--- config.mk ---
export PLATFORM = sky130hd
export DESIGN_NAME = tta_div_stage
export DESIGN_NICKNAME = d
export VERILOG_FILES = /design/src/rtl/core/tta_pkg.sv /design/src/rtl/core/tta_div_stage.sv
export SDC_FILE = /design/constraint.sdc
export NUM_CORES = 1
export LEC_CHECK = 0
export BUFFER_PORTS_ARGS = -buffer_cell sky130_fd_sc_hd__clkbuf_2
export CAP_MARGIN = 25
export CORE_AREA = 2 2 192 194
export DETAILED_ROUTE_END_ITERATION = 10
export DIE_AREA = 0 0 194 196
export GPL_TIMING_DRIVEN = 1
export PLACE_DENSITY = 0.55
export SKIP_CTS_REPAIR_TIMING = 1
export SYNTH_ARGS = -nofsm -noshare
export SYNTH_HDL_FRONTEND = slang
export SYNTH_SLANG_ARGS = --single-unit
--- constraint.sdc ---
create_clock -name clk -period 0.9 [get_ports clk]
set_input_delay 0.09 -clock clk [delete_from_list [all_inputs] [get_ports clk]]
set_output_delay 0.09 -clock clk [all_outputs]
set_load 0.1 [all_outputs]
--- src/rtl/core/tta_pkg.sv ---
// Shared constants, register codes and types of the transpose address generator.
// Depends on nothing; every other file but the assertion macros header imports it.
package tta_pkg;

	localparam int MAX_DIMS_DEF   = 6;
	localparam int DIM_BITS_DEF   = 10;
	localparam int INDEX_BITS_DEF = 32;

	// The linear index and the quotient chain are always this wide.
	localparam int DIV_W         = 32;
	localparam int STEPS_PER_STG = 4;
	localparam int STG_PER_DIGIT = DIV_W / STEPS_PER_STG;

	localparam int CFG_W     = 60;
	localparam int CFG_IDX_W = 3;
	localparam int RANK_W    = 3;
	localparam int SHAPE_W   = 60;
	localparam int PERM_W    = 18;
	localparam int AXIS_BITS = 3;
	localparam int COUNT_W   = 32;

	localparam logic [CFG_IDX_W-1:0] REG_RANK        = 3'd0;
	localparam logic [CFG_IDX_W-1:0] REG_PERM_COUNT  = 3'd1;
	localparam logic [CFG_IDX_W-1:0] REG_IN_SHAPE    = 3'd2;
	localparam logic [CFG_IDX_W-1:0] REG_OUT_SHAPE   = 3'd3;
	localparam logic [CFG_IDX_W-1:0] REG_PERMUTATION = 3'd4;
	localparam logic [CFG_IDX_W-1:0] REG_TOTAL_COUNT = 3'd5;

	typedef struct packed {
		logic valid;
		logic oor;
	} tta_ctl_t;

endpackage

--- src/rtl/core/tta_div_stage.sv ---
// One register stage of the mixed-radix split: a few restoring division steps.
// Depends on tta_pkg; instantiated in a chain by the top level.
module tta_div_stage import tta_pkg::*; #(
	parameter int MAX_DIMS = MAX_DIMS_DEF,
	parameter int DIM_BITS = DIM_BITS_DEF,
	parameter int SLOT     = 0,
	parameter bit FIRST    = 1'b0,
	parameter bit LAST     = 1'b0
) (
	input  logic                      clk,
	input  logic                      arst_n,
	input  logic                      en,
	input  logic [DIM_BITS-1:0]       divisor,
	input  logic                      size_zero,
	input  logic                      skip,
	input  tta_ctl_t                  ctl_i,
	input  logic [DIV_W-1:0]          work_i,
	input  logic [DIM_BITS-1:0]       part_i,
	input  logic [MAX_DIMS*DIV_W-1:0] digs_i,
	output tta_ctl_t                  ctl_o,
	output logic [DIV_W-1:0]          work_o,
	output logic [DIM_BITS-1:0]       part_o,
	output logic [MAX_DIMS*DIV_W-1:0] digs_o
);

	logic [DIV_W-1:0]          w;
	logic [DIM_BITS-1:0]       p;
	logic [DIM_BITS:0]         t;
	logic [DIV_W-1:0]          w_nxt;
	logic [DIV_W-1:0]          digit;
	logic [MAX_DIMS*DIV_W-1:0] dg;

	// The work word shifts the dividend out at the top and the quotient in at the bottom.
	always_comb begin
		w = work_i;
		p = FIRST ? '0 : part_i;
		t = '0;
		for (int k = 0; k < STEPS_PER_STG; k++) begin
			t = {p, w[DIV_W-1]};
			w = {w[DIV_W-2:0], 1'b0};
			if (t >= {1'b0, divisor}) begin
				t = t - {1'b0, divisor};
				w[0] = 1'b1;
			end
			p = t[DIM_BITS-1:0];
		end
		w_nxt = w;
		dg = digs_i;
		digit = '0;
		if (LAST) begin
			// A zero-sized dimension was divided by one: its digit takes the whole quotient.
			if (skip) begin
				digit = '0;
			end else if (size_zero) begin
				digit = w;
			end else begin
				digit = {{(DIV_W-DIM_BITS){1'b0}}, p};
			end
			if (size_zero) begin
				w_nxt = '0;
			end
			dg[SLOT*DIV_W +: DIV_W] = digit;
		end
	end

	always_ff @(posedge clk or negedge arst_n) begin
		if (!arst_n) begin
			ctl_o <= '0;
		end else if (en) begin
			ctl_o <= ctl_i;
		end
	end

	always_ff @(posedge clk) begin
		if (en) begin
			work_o <= w_nxt;
			part_o <= p;
			digs_o <= dg;
		end
	end

endmodule

# Yosys cells after proc, flatten, opt, wreduce, memory -nomap -nowiden
# Index checks and enable logic that the tools add are counted.
# totals
register_bits	236
latch_bits	0
mem_bits_rw	0
romBits	0
input_bits	251
out_inout_bits	236
word_cells	21
memories	0
# op_classes
n_addsub	4
mul	0
n_div	0
order_cmp	4
eq_ne	0
shift	0
n_mux	8
n_bitwise	0
n_reduce_logical	0
# ops
op	n
$ge 11x10->1	4
$mux 10	4
$sub 10x10->10	4
$mux 1	4

# Longest topological paths before layout
# Gate-level depths: netlist of the first run.
# logic_depth
depth_word	8
depth_mapped	40
mapped_depth_nobuf	37

# Least setup slack after synthesis of the first run
# OpenSTA, ideal clock, no wires.
# synth_timing
path_type	input-to-reg
from	input divisor[1]
to	register part_o[6] (data pin)
setup_time_ns	0.261
t_arrival_ns	8.122
path_slack_ns	-7.483
cell_stages	39
path_cell_list	inv_1 -> ha_1 -> nor2b_1 -> o31ai_1 -> a211o_1 -> and2_4 -> buf_6 -> nor2_1 -> a21oi_1 -> inv_1 -> ha_1 -> nor2b_1 -> o31a_1 -> o21ai_0 -> a21oi_1 -> nor3_4 -> inv_2 -> o21ai_0 -> (+3 left out) -> o31ai_1 -> nand3_1 -> a221o_1 -> o22a_1 -> a211oi_4 -> buf_4 -> nor2_1 -> a21o_1 -> ha_1 -> nor2b_1 -> o31ai_1 -> a21oi_1 -> o31a_1 -> o22ai_1 -> and2_1 -> clkbuf_1 -> nand2_1 -> a311o_1
# synth_between
elab_chain_cells	8
# synth_lines
element	line_no	rtl
start: declaration	tta_div_stage.sv:13	input logic [DIM_BITS-1:0] divisor,
$sub 10x10->10 or $ge 11x10->1 (tied branches)	tta_div_stage.sv:42, tta_div_stage.sv:41	
$mux 10	tta_div_stage.sv:41	if (t >= {1'b0, divisor}) begin
$sub 10x10->10 or $ge 11x10->1 (tied branches)	tta_div_stage.sv:42, tta_div_stage.sv:41	
$mux 10	tta_div_stage.sv:41	
$sub 10x10->10 or $ge 11x10->1 (tied branches)	tta_div_stage.sv:42, tta_div_stage.sv:41	
$mux 10	tta_div_stage.sv:41	
$sub 10x10->10 or $ge 11x10->1 (tied branches)	tta_div_stage.sv:42, tta_div_stage.sv:41	
$mux 10 *	tta_div_stage.sv:41	
via t[6]	tta_div_stage.sv:28	logic [DIM_BITS:0] t;
end signal: assignment	tta_div_stage.sv:77	part_o <= p;
end: declaration	tta_div_stage.sv:22	output logic [DIM_BITS-1:0] part_o,
# The timed path passes the listed nets; every way through them passes the cells marked *.
# A chain may end at the register's enable or synchronous reset.

# Final worst setup path of the first run
# layout_timing
from	input divisor[4]
to	register part_o[5] (data pin)
# layout_between
elab_chain_cells	8
# layout_lines
element	line_no
$sub 10x10->10 or $ge 11x10->1 (tied branches)	tta_div_stage.sv:42, tta_div_stage.sv:41
$mux 10	tta_div_stage.sv:41
$sub 10x10->10 or $ge 11x10->1 (tied branches)	tta_div_stage.sv:42, tta_div_stage.sv:41
$mux 10	tta_div_stage.sv:41
$sub 10x10->10 or $ge 11x10->1 (tied branches)	tta_div_stage.sv:42, tta_div_stage.sv:41
$mux 10	tta_div_stage.sv:41
$ge 11x10->1 or $sub 10x10->10 (tied branches)	tta_div_stage.sv:41, tta_div_stage.sv:42
$mux 10 *	tta_div_stage.sv:41
via t[5]	tta_div_stage.sv:28
# Marked as above.

==> results of run 1 <==
==> stage by stage <==
stage / instance area (um^2) / setup slack [ns] / instances / power, W
6_report: 21300 / -6.08 / 1989 / 0.0572
5_1_grt: 21300 / -6.39 / 1989 / 0.0596
4_1_cts: 18600 / -6.15 / 1751 / 0.0546
3_5_place_dp: 17800 / -6.69 / 1702 / 0.0437
3_3_place_gp: 17800 / -6.52 / 1702 / 0.0435
2_1_floorplan: 9820 / -6.50 / 579 / 0.0315
==> layout make-up <==
cell class | instances | area (um^2)
diodes | 3 | 7.51
clock buffers | 35 | 706
clock inverters | 14 | 149
fillers | 2747 | 14800
inverters | 31 | 125
multi-input cells | 309 | 2860
flip-flops and latches | 236 | 7080
well taps | 468 | 586
repair buffers | 893 | 9750
==> metal layers <==
| metal | GRT usage, % | vias up | share of wire (%) |
|---|---|---|---|
| li1 | - | 4128 | - |
| met1 | 20.4 | 4211 | 37 |
| met2 | 33.5 | 286 | 56 |
| met3 | 4.02 | 51 | 5.3 |
| met4 | 4.18 | 2 | 2.2 |
| met5 | 0 | - | 0.032 |
==> critical path: cells and delay by family <==
kind / cells / cell delay (ns)
mux: 1 / 0.34
fa+ha+maj: 4 / 0.90
simple gates: 11 / 1.89
compound gates: 15 / 3.52
buf+inv: 5 / 0.48
==> synth_stat cells, types with 4 or more instances <==
| cell | n | area share (%) |
|---|---|---|
| sky130_fd_sc_hd__mux2_2 | 11 | 1.3 |
| sky130_fd_sc_hd__o31ai_1 | 4 | 0.31 |
| sky130_fd_sc_hd__and3_1 | 5 | 0.33 |
| sky130_fd_sc_hd__mux2i_1 | 8 | 0.84 |
| sky130_fd_sc_hd__nor2_1 | 28 | 1.1 |
| sky130_fd_sc_hd__xnor2_1 | 13 | 1.2 |
| sky130_fd_sc_hd__nand2b_1 | 6 | 0.39 |
| sky130_fd_sc_hd__fa_1 | 4 | 0.84 |
| sky130_fd_sc_hd__inv_1 | 29 | 1.1 |
| sky130_fd_sc_hd__o21a_1 | 10 | 0.79 |
| sky130_fd_sc_hd__edfxtp_1 | 234 | 73 |
| sky130_fd_sc_hd__ha_1 | 40 | 5.2 |
| sky130_fd_sc_hd__a21oi_1 | 21 | 1.1 |
| sky130_fd_sc_hd__xor2_1 | 7 | 0.64 |
| sky130_fd_sc_hd__o21ai_0 | 21 | 1.1 |
| sky130_fd_sc_hd__nand2_1 | 24 | 0.94 |
| sky130_fd_sc_hd__a21o_1 | 11 | 0.86 |
| sky130_fd_sc_hd__nand4_1 | 8 | 0.52 |
| sky130_fd_sc_hd__o221ai_1 | 5 | 0.46 |
| sky130_fd_sc_hd__nor2b_1 | 7 | 0.46 |
| sky130_fd_sc_hd__nand3_1 | 8 | 0.42 |
| sky130_fd_sc_hd__nor3_1 | 9 | 0.47 |
| sky130_fd_sc_hd__a21boi_0 | 5 | 0.39 |
==> cell families (layout without fill, tap and decap cells) <==
group / count (synthesis) / count (layout) / synth area share [%]
AO/OA/AOI/OAI: 112 / 113 / 8.30
XOR/XNOR: 20 / 20 / 1.83
adder cells (fa/ha/maj): 44 / 44 / 6.07
buffers and inverters: 36 / 973 / 1.54
flip-flops: 236 / 236 / 74.0
multiplexers: 20 / 20 / 2.29
other: 0 / 3 / 0
AND/OR/NAND/NOR: 111 / 112 / 5.95
==> report_power, final <==
group / internal, W / switching [W] / total, W
logic: 0.0140 / 0.0177 / 0.0317
clock network: 0.00616 / 0.00460 / 0.0108
registers: 0.0138 / 0.000954 / 0.0148
==> sequential cells by signal, summed over array words and instances, names as in the netlist <==
register  count
ctl_o         2
digs_o      192
work_o       32
part_o       10
==> worst min path at each step <==
stage / startpoint / end / depth (start not counted)
after CTS: arst_n / ctl_o[0] / 1
final: en / work_o[20] / 2
after floorplan: arst_n / ctl_o[0] / 0
after global placement: arst_n / ctl_o[1] / 1
after global routing: en / work_o[20] / 2
after detailed placement: arst_n / ctl_o[0] / 1
==> out/summary.md, run 1 <==
The tools report the initial antenna violation count as 4. The run finished, with violations left. For the cell area after synthesis, the log shows 0.00956 mm^2. The delay of the slowest cell on the worst path is 0.38 ns, and the share of layout cells above drive strength 1 is 52.2%. In this run, synthesis inferred 234 flip-flops with an integrated enable. Number of placement rows: 70. The most critical setup path has its endpoint at part_o[5]. Final critical delay including setup and external delays: 6.98 ns. In the routed design, unresolved DRC markers number 0.

TritonCTS built the clock tree. The run gives 0 as the number of endpoints with negative hold slack in the final report. Among the stages of the critical path, the cell type that occurs most often is sky130_fd_sc_hd__ha_4. After technology mapping, the gate count stands at 579. After synthesis, flip-flops and latches occupy 74.0% of the total area. Dividing total power by cell area gives a power density of 2690 mW/mm^2.

The area enclosed by the die boundary is 0.0380 mm^2. Hold timing on the final database bottoms out at a slack of 0.0173 ns. The beginning of the critical path was divisor[4]. The logs give 340 for the total of endpoints with negative setup slack in the final report and 236 for the CTS sink count.

Clock latency on the worst-skew pair, taken at its later pin, is 0.55 ns. The number of iterations in the first detailed-routing pass was 4; the net count after synthesis was 874. Max-cap violations in this run came to 0.

In this run, distinct cell masters in the synthesized netlist total 61. The library cells used most frequently in the layout, excluding fill and tap cells, are sky130_fd_sc_hd__clkbuf_2 (246), sky130_fd_sc_hd__buf_12 (246), sky130_fd_sc_hd__edfxtp_1 (234). Of the available clock period, the critical path in the final layout requires 775%.

Compared with the post-synthesis result, the final layout area differs by 122%. Measured against its own limit, the worst slew margin works out to 66.8%. The tools report the half-perimeter wire length after detailed placement as 29900 um. The final reports fail on negative setup slack.

For this run, the number of Yosys warnings is 0. The number of vias per cell after detailed routing came out at 4.36. The total overflow left after global routing is 0. The logs give 27 for the number of buffers added by the clock tree synthesis step and 143 MHz for the maximum frequency from static timing analysis. The per-cell routed wire length works out to 20.2 um. For this configuration, the core starts out at a cell density of 26.5%.

Across the routed clock network, the largest skew measured is 0 ns. The worst reg2reg path startpoint was ctl_o[0]. In the global route stage, overall resource usage came out at 17.8%. STA puts the critical path data arrival time at 7.25 ns. The worst setup path is of the input pin to flip-flop kind. Worst reg-to-reg path cell count: 1. The tools report the reg-to-reg endpoint as ctl_o[0]. In this run the horizontal extent of the chip is 194 um. Clock-pin slew was measured on the worst setup and hold paths at 0.06 ns. Of all flip-flops after synthesis, the portion carrying an async set or reset was 0.847%. The count of final max-slew check failures was 0. The longest clock path from root to sink contains 3 buffers. The routed layout has 8678 vias. The largest individual stage delay along the critical path comes from the cell sky130_fd_sc_hd__or3_4. Setup repair after global routing could not meet its margin everywhere. Wires add up to 40200 um. The net count of the finished layout is 1793.

In this run the mean area of a mapped cell was 16.5 um^2. The run gives -6.08 ns as the least setup slack across all paths after layout. In this run the count of I/O pins placed on the die edge is 487. The analysis attributes to cell leakage a power of 9.09 nW. The worst-margin pin slew is 0.498 ns. The run gives 1.18 ns as the data required time of the worst path. During placement, the flow inserted port buffers numbering 484. The remaining antenna violation count after routing was 0; the final core area utilization was 58.9%.

The run gives 1 as the depth of the CTS H-tree. Entering global routing, the biggest net connects 42 pins. The number of global-route vias before repair came out at 7891.

In the synthesized netlist the dominant register cell turns out to be sky130_fd_sc_hd__edfxtp_1. The worst setup path is launched from an input pin. The last weighted congestion value of the routability-driven placer was 0.861; the core outline area was 0.0361 mm^2.

The logs give 392 for the count of routing violations after the opening detailed-route iteration and 1.83 mV for the maximum vdd ir drop. The height of the chip works out to 196 um. In this run the worst path has a maximum fanout of 8.

The tree is rooted in a sky130_fd_sc_hd__clkbuf_16. After synthesis the netlist holds a flip-flop and latch count of 236. The run gives 50500 um as the global-route wire length before repair. The worst reg-to-reg setup slack came out at 0.04 ns.

After routing, the total negative slack on setup checks comes to -166.80 ns. STA classifies the critical path endpoint as a flip-flop. The kind of path behind the tightest hold check is input pin to flip-flop.
(Power assumes the default switching activity.)
==> inputs of run 2 (changes only) <==
--- a/config.mk
+++ b/config.mk
@@ -7,11 +7,12 @@
 export LEC_CHECK = 0
 export BUFFER_PORTS_ARGS = -buffer_cell sky130_fd_sc_hd__clkbuf_2
 export CAP_MARGIN = 25
-export CORE_AREA = 2 2 192 194
+export CORE_AREA = 2 2 191 193
 export DETAILED_ROUTE_END_ITERATION = 10
-export DIE_AREA = 0 0 194 196
+export DIE_AREA = 0 0 193 195
 export GPL_TIMING_DRIVEN = 1
 export PLACE_DENSITY = 0.55
+export SETUP_SLACK_MARGIN = 0.15
 export SKIP_CTS_REPAIR_TIMING = 1
 export SYNTH_ARGS = -nofsm -noshare
 export SYNTH_HDL_FRONTEND = slang
==> constraint.sdc (replaced) <==
create_clock -name clk -period 8.1 [get_ports clk]
set_input_delay 0.81 -clock clk [delete_from_list [all_inputs] [get_ports clk]]
set_output_delay 0.81 -clock clk [all_outputs]
set_load 0.1 [all_outputs]
==> run 2 against run 1 <==
Effect of this change:
- power down 90%
- utilization down 16 points
- wire length down 14%
- sequential share of layout area up 14 points
- register-to-register slack better by 7.3 ns
- design area down 29%
- critical path depth up 1
- non-clock buffer count down 266
- first-iteration DRC count down 9.2%
- the flow now finishes without violations
- hold slack better by 0.024 ns
- critical path type unchanged
==> out/summary.md, run 2 (synthesis gave the netlist of run 1 again) <==
The logs give 0.0376 mm^2 (-1.0%) for the area enclosed by the die boundary and 27 (unchanged) for the number of buffers added by the clock tree synthesis step. The top fanout value on the critical path was 8 (unchanged). Number of flip-flops in the largest register: 192 (unchanged).

The top cell types in the final layout, fill and taps aside, are sky130_fd_sc_hd__clkbuf_2 (483), sky130_fd_sc_hd__edfxtp_1 (234), sky130_fd_sc_hd__buf_4 (138). Category of the worst setup path launch point: an input pin. The depth of the CTS H-tree is 1 (unchanged), and the count of nets after finishing is 1526 (-15%). Reg-to-reg endpoint: ctl_o[0]. The cell repeated most along the worst path is sky130_fd_sc_hd__ha_4. The global-route wire length before repair came out at 47600 um (-5.7%). The detailed-route DRC error count was 0 (unchanged). The total negative setup slack was 0 ns (+166.80 ns). The post-route clock skew came out at 0 ns (unchanged). The delay of the slowest cell on the worst path was 0.37 ns (about the same); the count of final max-slew check failures was 0 (unchanged). For the maximum number of pins on one net before global-route repair, the log shows 183 (+340%).

For the clock share of power, the log shows 21.5% (+2.7 points). The largest registers in the layout are digs_o x192, work_o x32, part_o x10. The share of total power in combinational logic came out at 51.3% (-4.1 points). Relative to the synthesized area, the layout overhead comes to 57.2%. For the sum of routed wire length over all layers, the log shows 34400 um (-14%). The height of the chip was 195 um (-0.51%). TritonCTS built the clock tree.

Die extent in x: 193 um (-0.52%). The maximum vdd ir drop is 0.187 mV (-90%). The root buffer selected by CTS is sky130_fd_sc_hd__clkbuf_16. The run gives 23.7% (-43 points) as the worst slew slack as a fraction of its limit. Among all stages on the critical path, the largest delay is contributed by sky130_fd_sc_hd__or3_4. For the last weighted congestion value of the routability-driven placer, the log shows 0.861 (about the same).

Setup repair after global routing could not meet its margin everywhere. The run finished with clean final reports. The register with the most flip-flops in the final layout is digs_o. Most common library cell in the layout ignoring fill and taps: sky130_fd_sc_hd__clkbuf_2. STA classifies the critical path endpoint as a flip-flop. The least setup slack across all paths after layout is 0.348 ns (+6.43 ns), and the clock latency of the later-clocked register in the worst-skew pair is 0.54 ns (about the same).

The tools report the reported max-cap violation count as 0 (unchanged). The maximum clock insertion buffer count is 3 (unchanged). The number of vias per cell after detailed routing was 4.40 (+0.90%); the total of endpoints with negative setup slack in the final report was 0 (-100%). The post-place setup slack is -0.483 ns (+6.21 ns). The count of filler cells inserted in the layout was 3393 (+24%); the maximum frequency from static timing analysis was 129 MHz. The number of placement rows is 69 (-1.4%), and the worst-margin pin slew is 1.14 ns (+0.646 ns). The clock edge transition at the registers on the reported setup and hold paths came out at 0.06 ns (about the same).

The sequential fraction of design power is 27.2% (+1.4 points). The per-cell routed wire length was 20.0 um (-0.97%); the worst reg-to-reg path cell count was 1 (unchanged). The power per standard cell area is 383 mW/mm^2 (-86%), and the initial antenna violation count is 5 (+1). The tools report the design internal power as 0.00334 W (-90%). The number of global-route vias before repair is 7627 (-3.3%), and the worst reg-to-reg setup slack is 7.35 ns (+7.31 ns). The arrival time at the worst endpoint was 8.02 ns (+0.77 ns).

The run gives 8.37 ns (+7.19 ns) as the data required time of the worst path. The tools report the number of endpoints with negative hold slack in the final report as 0 (unchanged). The residual overflow from global routing was 0 (unchanged). The share of layout cells above drive strength 1 is 59.5% (+7.3 points), and the initial core utilization is 27.0% (+0.52 points). The fraction of power spent switching nets came out at 42.0% (+1.4 points). The half-perimeter wire length after detailed placement is 27400 um (-8.5%), and the final period utilization is 95.7%. The logs give 0.0354 mm^2 (-1.9%) for the core outline area and 17.1% (-0.68 points) for the aggregate global-route resource usage. The type of the worst setup path was input pin to flip-flop. The worst reg2reg path startpoint was ctl_o[0]. Count of routing violations after the opening detailed-route iteration: 356 (-9.2%). The net switching power of the design was 0.00242 W (-90%); the leakage power was 6.70 nW (-26%). The CTS sink count was 236 (unchanged).

The number of iterations in the first detailed-routing pass is 9 (+5), and the quantity of I/O buffers inserted on ports is 484 (unchanged). For the number of ports placed on the die boundary, the log shows 487 (unchanged). In this run the worst hold path is classified as input pin to asynchronous set/reset pin. The run gives 7563 (-13%) as the routed via count. The routed design could run at a clock period as short as 7.75 ns. The remaining antenna violation count after routing is 0 (unchanged).
[run 2: worst max-delay path, delay by kind of cell]
| kind | cells | cell delay, ns |
|---|---|---|
| fa+ha+maj | 4 | 0.98 |
| compound gates | 15 | 3.10 |
| simple gates | 9 | 1.48 |
| buf+inv | 7 | 0.98 |
| mux | 2 | 0.62 |
[run 2: worst max-delay path by stage]
stage / startpoint / cells past startpoint / to / slack [ns]
3_5_place_dp: divisor[1] / 38 / part_o[3] / -0.48
4_1_cts: divisor[1] / 38 / part_o[3] / 0.05
6_report: divisor[4] / 37 / part_o[3] / 0.35
2_1_floorplan: divisor[4] / 39 / part_o[6] / -0.02
5_1_grt: divisor[4] / 37 / part_o[3] / -0.02
3_3_place_gp: divisor[1] / 36 / part_o[8] / -0.40
[run 2: stage by stage]
stage	std cells	power (W)	utilization [%]	hold slack (ns)	area, um^2
2_1_floorplan	579	0.00350	-	0.514	9820
3_3_place_gp	1650	0.00428	38.9	0.492	13800
3_5_place_dp	1650	0.00430	38.9	0.512	13800
4_1_cts	1700	0.00556	41.5	-0.00428	14700
5_1_grt	1715	0.00604	42.5	0.0174	15000
6_report	1718	0.00575	42.5	0.0410	15000
[run 2: metal layers]
metal	track usage (%)	part of all wire [%]	vias up
met2	30.1	51	269
met5	0	0.073	-
met3	4.28	8.0	66
met4	7.41	3.7	4
li1	-	-	3588
met1	19.5	37	3636
[run 2: power groups by stage]
stage	clock (W)	sequential [W]	combinational (W)
after floorplan	0	0.00248	0.00102
after detailed placement	0	0.00159	0.00271
after CTS	0.00127	0.00157	0.00272
final	0.00124	0.00156	0.00295
after global placement	0	0.00159	0.00269
after global routing	0.00132	0.00158	0.00314
[run 2: final cells by class]
| cell class | count | area (um^2) | share of cell area [%] |
|---|---|---|---|
| Clock buffer | 30 | 687 | 4.57 |
| Multi-Input combinational cell | 308 | 2800 | 18.6 |
| Sequential cell | 236 | 7080 | 47.1 |
| Tap cell | 461 | 577 | 3.84 |
| Inverter | 31 | 123 | 0.816 |
| Timing Repair Buffer | 627 | 3540 | 23.6 |
| Antenna cell | 5 | 12.5 | 0.0832 |
| Clock inverter | 20 | 216 | 1.44 |
==> inputs of run 3 (changes only) <==
--- a/config.mk
+++ b/config.mk
@@ -5,13 +5,13 @@
 export SDC_FILE = /design/constraint.sdc
 export NUM_CORES = 1
 export LEC_CHECK = 0
-export BUFFER_PORTS_ARGS = -buffer_cell sky130_fd_sc_hd__clkbuf_2
 export CAP_MARGIN = 25
-export CORE_AREA = 2 2 191 193
+export CORE_AREA = 2 2 189 191
 export DETAILED_ROUTE_END_ITERATION = 10
-export DIE_AREA = 0 0 193 195
+export DIE_AREA = 0 0 191 193
+export DONT_BUFFER_PORTS = 1
 export GPL_TIMING_DRIVEN = 1
-export PLACE_DENSITY = 0.55
+export PLACE_DENSITY = 0.44
 export SETUP_SLACK_MARGIN = 0.15
 export SKIP_CTS_REPAIR_TIMING = 1
 export SYNTH_ARGS = -nofsm -noshare
==> run 3 against run 2 <==
Effect of this change:
- die area decreased by 2.1%
- non-clock buffer count decreased by 480
- sequential share of layout area increased by 8.7 points
- critical path type unchanged
- flip-flop and latch count unchanged
- first-iteration DRC count decreased by 25%
- highest routed layer unchanged
- utilization decreased by 6.2 points
- critical path depth unchanged
- hold slack improved by 0.34 ns
- setup slack got worse by 0.078 ns
- via count decreased by 24%
==> out/summary.md, run 3 (synthesis gave the netlist of run 1 again) <==
The flow ran to the end, and the final reports show no timing, DRC or antenna violations. The category of the worst setup path launch point was an input pin. The run gives 0 (unchanged) as the detailed-route DRC error count. The worst slew slack as a fraction of its limit is 29.3% (+5.6 points), and the number of flip-flops in the largest register is 192 (unchanged).

Area enclosed by the die boundary: 0.0369 mm^2 (-2.1%). The number of placement rows came out at 69 (unchanged). The root buffer selected by CTS is sky130_fd_sc_hd__clkbuf_16. Share of layout cells above drive strength 1: 35.4% (-24 points). Register with the highest flop count: digs_o.

The height of the chip is 193 um (-1.0%), and the number of ports placed on the die boundary is 487 (unchanged). The run gives 11900 um (-7.4%) as the met1 routed wirelength after detailed routing. The logs give 0.835 (-3.1%) for the last weighted congestion value of the routability-driven placer and 19.4% (-2.1 points) for the clock share of power.

The quantity of I/O buffers inserted on ports was 0 (-100%); the net switching power of the design was 0.00245 W (+1.6%). The clock latency of the later-clocked register in the worst-skew pair was 0.52 ns (-0.02 ns); the design internal power was 0.00327 W (-1.9%). Sum of routed wire length over all layers: 31400 um (-8.7%). The area growth from synthesis to layout is 32.8%. The cell area after placement was 0.0114 mm^2 (-18%).

The clock edge transition at the registers on the reported setup and hold paths was 0.06 ns (about the same); the number of buffers added by the clock tree synthesis step was 25 (-7.4%). The number of iterations in the first detailed-routing pass was 4 (-5); the global-route wire length before repair was 40500 um (-15%). The logs give 8.07 ns (+0.05 ns) for the arrival time at the worst endpoint and 268 (-25%) for the count of routing violations after the opening detailed-route iteration. The worst-margin pin slew is 1.06 ns (-0.0822 ns). The number of vias per cell after detailed routing is 4.69 (+6.6%). The maximum number of pins on one net before global-route repair came out at 237 (+30%). The top fanout value on the critical path came out at 8 (unchanged).

Data required time of the worst path: 8.34 ns (-0.03 ns). The routed via count was 5782 (-24%); the leakage power was 4.69 nW (-30%). The final period utilization is 96.7% (+0.96 points). The sequential fraction of design power was 43.8% (+17 points). The cell family contributing the most delay on the critical path is compound AO/OA/AOI/OAI gates.

The tools report the half-perimeter wire length after detailed placement as 24400 um (-11%). The type of the worst setup path was input pin to flip-flop. For the count of nets after finishing, the log shows 1044 (-32%). The element type at the critical path end was a flip-flop.

The maximum clock insertion buffer count came out at 3 (unchanged). The count of final max-slew check failures is 0 (unchanged). Per-cell routed wire length: 25.5 um (+27%). Number of global-route vias before repair: 5748 (-25%). Remaining antenna violation count after routing: 0 (unchanged). The library cell used most frequently in the layout, excluding fill and tap cells, is sky130_fd_sc_hd__edfxtp_1. The count of filler cells inserted in the layout is 3271 (-3.6%). TritonCTS built the clock tree.

The highest routing layer actually used was met5. The depth of the CTS H-tree is 1 (unchanged), and the maximum vdd ir drop is 0.188 mV (+0.41%). The routed wire length on met2 is 16300 um (-7.1%). The kind of path behind the tightest hold check is input pin to flip-flop.

Setup repair after global routing could not meet its margin everywhere. The slowest stage of the critical path belongs to the cell sky130_fd_sc_hd__or3_4. The detailed-routed wire length on met3 is 2420 um (-12%). The tools report the initial antenna violation count as 11 (+6). Die extent in x: 191 um (-1.0%).

The reported max-cap violation count is 0 (unchanged). The total negative setup slack is 0 ns (unchanged), and the number of buffers and inverters on the critical path is 6 (-1). The delay of the slowest cell on the worst path was 0.40 ns (+0.03 ns); the power per standard cell area was 451 mW/mm^2 (+18%).

By instance count, the cell type seen most on the critical path is sky130_fd_sc_hd__ha_4. The run gives 0 ns (unchanged) as the post-route clock skew. The maximum frequency from static timing analysis came out at 128 MHz (-0.99%). The logs give 0 (unchanged) for the number of endpoints with negative hold slack in the final report and 0.0127 mm^2 (-16%) for the final design area excluding fillers. The tools report the initial core utilization as 27.3% (+0.33 points). For the total of endpoints with negative setup slack in the final report, the log shows 0 (unchanged). For the CTS sink count, the log shows 236 (unchanged).

The final core area utilization is 36.3% (-6.2 points), and the fraction of power spent switching nets is 42.8% (+0.84 points). The core outline area came out at 0.0350 mm^2 (-1.2%). The worst reg-to-reg setup slack was 6.77 ns (-0.58 ns).

The top cell types in the final layout, fill and taps aside, are sky130_fd_sc_hd__edfxtp_1 (234), sky130_fd_sc_hd__buf_4 (137), sky130_fd_sc_hd__clkbuf_16 (26). The aggregate global-route resource usage is 15.2% (-1.9 points), and the share of total power in combinational logic is 36.9% (-14 points). The placed instance count was 1165 (-29%); the final cell count without fillers was 1232 (-28%).

The largest registers in the layout are digs_o x192, work_o x32, part_o x10. The residual overflow from global routing was 0 (unchanged); the final critical delay including setup and external delays was 7.83 ns (+0.0779 ns).
run 3: area by class of cell:
cell class / count / area (um^2) / area share, %
tap: 461 / 577 / 4.54
multi-input combinational: 308 / 2920 / 23.0
inverter: 31 / 128 / 1.01
clock buffer: 29 / 651 / 5.13
timing repair buffer: 147 / 1180 / 9.30
sequential: 236 / 7080 / 55.8
antenna: 3 / 7.51 / 0.0591
clock inverter: 17 / 151 / 1.19
run 3: metal layers:
layer	GRT usage, %	up-vias
met5	0	-
met3	4.87	58
met1	17.2	2876
li1	-	2616
met2	27.4	218
met4	4.53	14
run 3: path summary, 6_finish.rpt:
path | from | end | depth (start not counted)
worst max-delay path | divisor[4] | part_o[9] | 37
worst min-delay path | digs_i[116] | digs_o[116] | 0
worst max register to register | ctl_o[0] | ctl_o[0] | 1
worst min register to register | ctl_o[1] | ctl_o[1] | 1
max in group asynchronous | arst_n | ctl_o[0] | 1
min in group asynchronous | arst_n | ctl_o[1] | 1
run 3: stage by stage:
stage	worst slack (ns)	hold slack [ns]	total power [W]
6_report	0.270	0.380	0.00573
5_1_grt	-0.0196	0.347	0.00599
4_1_cts	-0.0613	-0.0521	0.00542
3_5_place_dp	-0.596	0.515	0.00427
3_3_place_gp	-0.491	0.515	0.00426
2_1_floorplan	-0.0184	0.514	0.00350
run 3: power by group through the flow:
| stage | sequential [W] | clock (W) | combinational [W] |
|---|---|---|---|
| 6_report | 0.00251 | 0.00111 | 0.00211 |
| 5_1_grt | 0.00251 | 0.00119 | 0.00228 |
| 4_1_cts | 0.00251 | 0.00115 | 0.00176 |
| 3_5_place_dp | 0.00254 | 0 | 0.00174 |
| 3_3_place_gp | 0.00254 | 0 | 0.00172 |
| 2_1_floorplan | 0.00248 | 0 | 0.00102 |
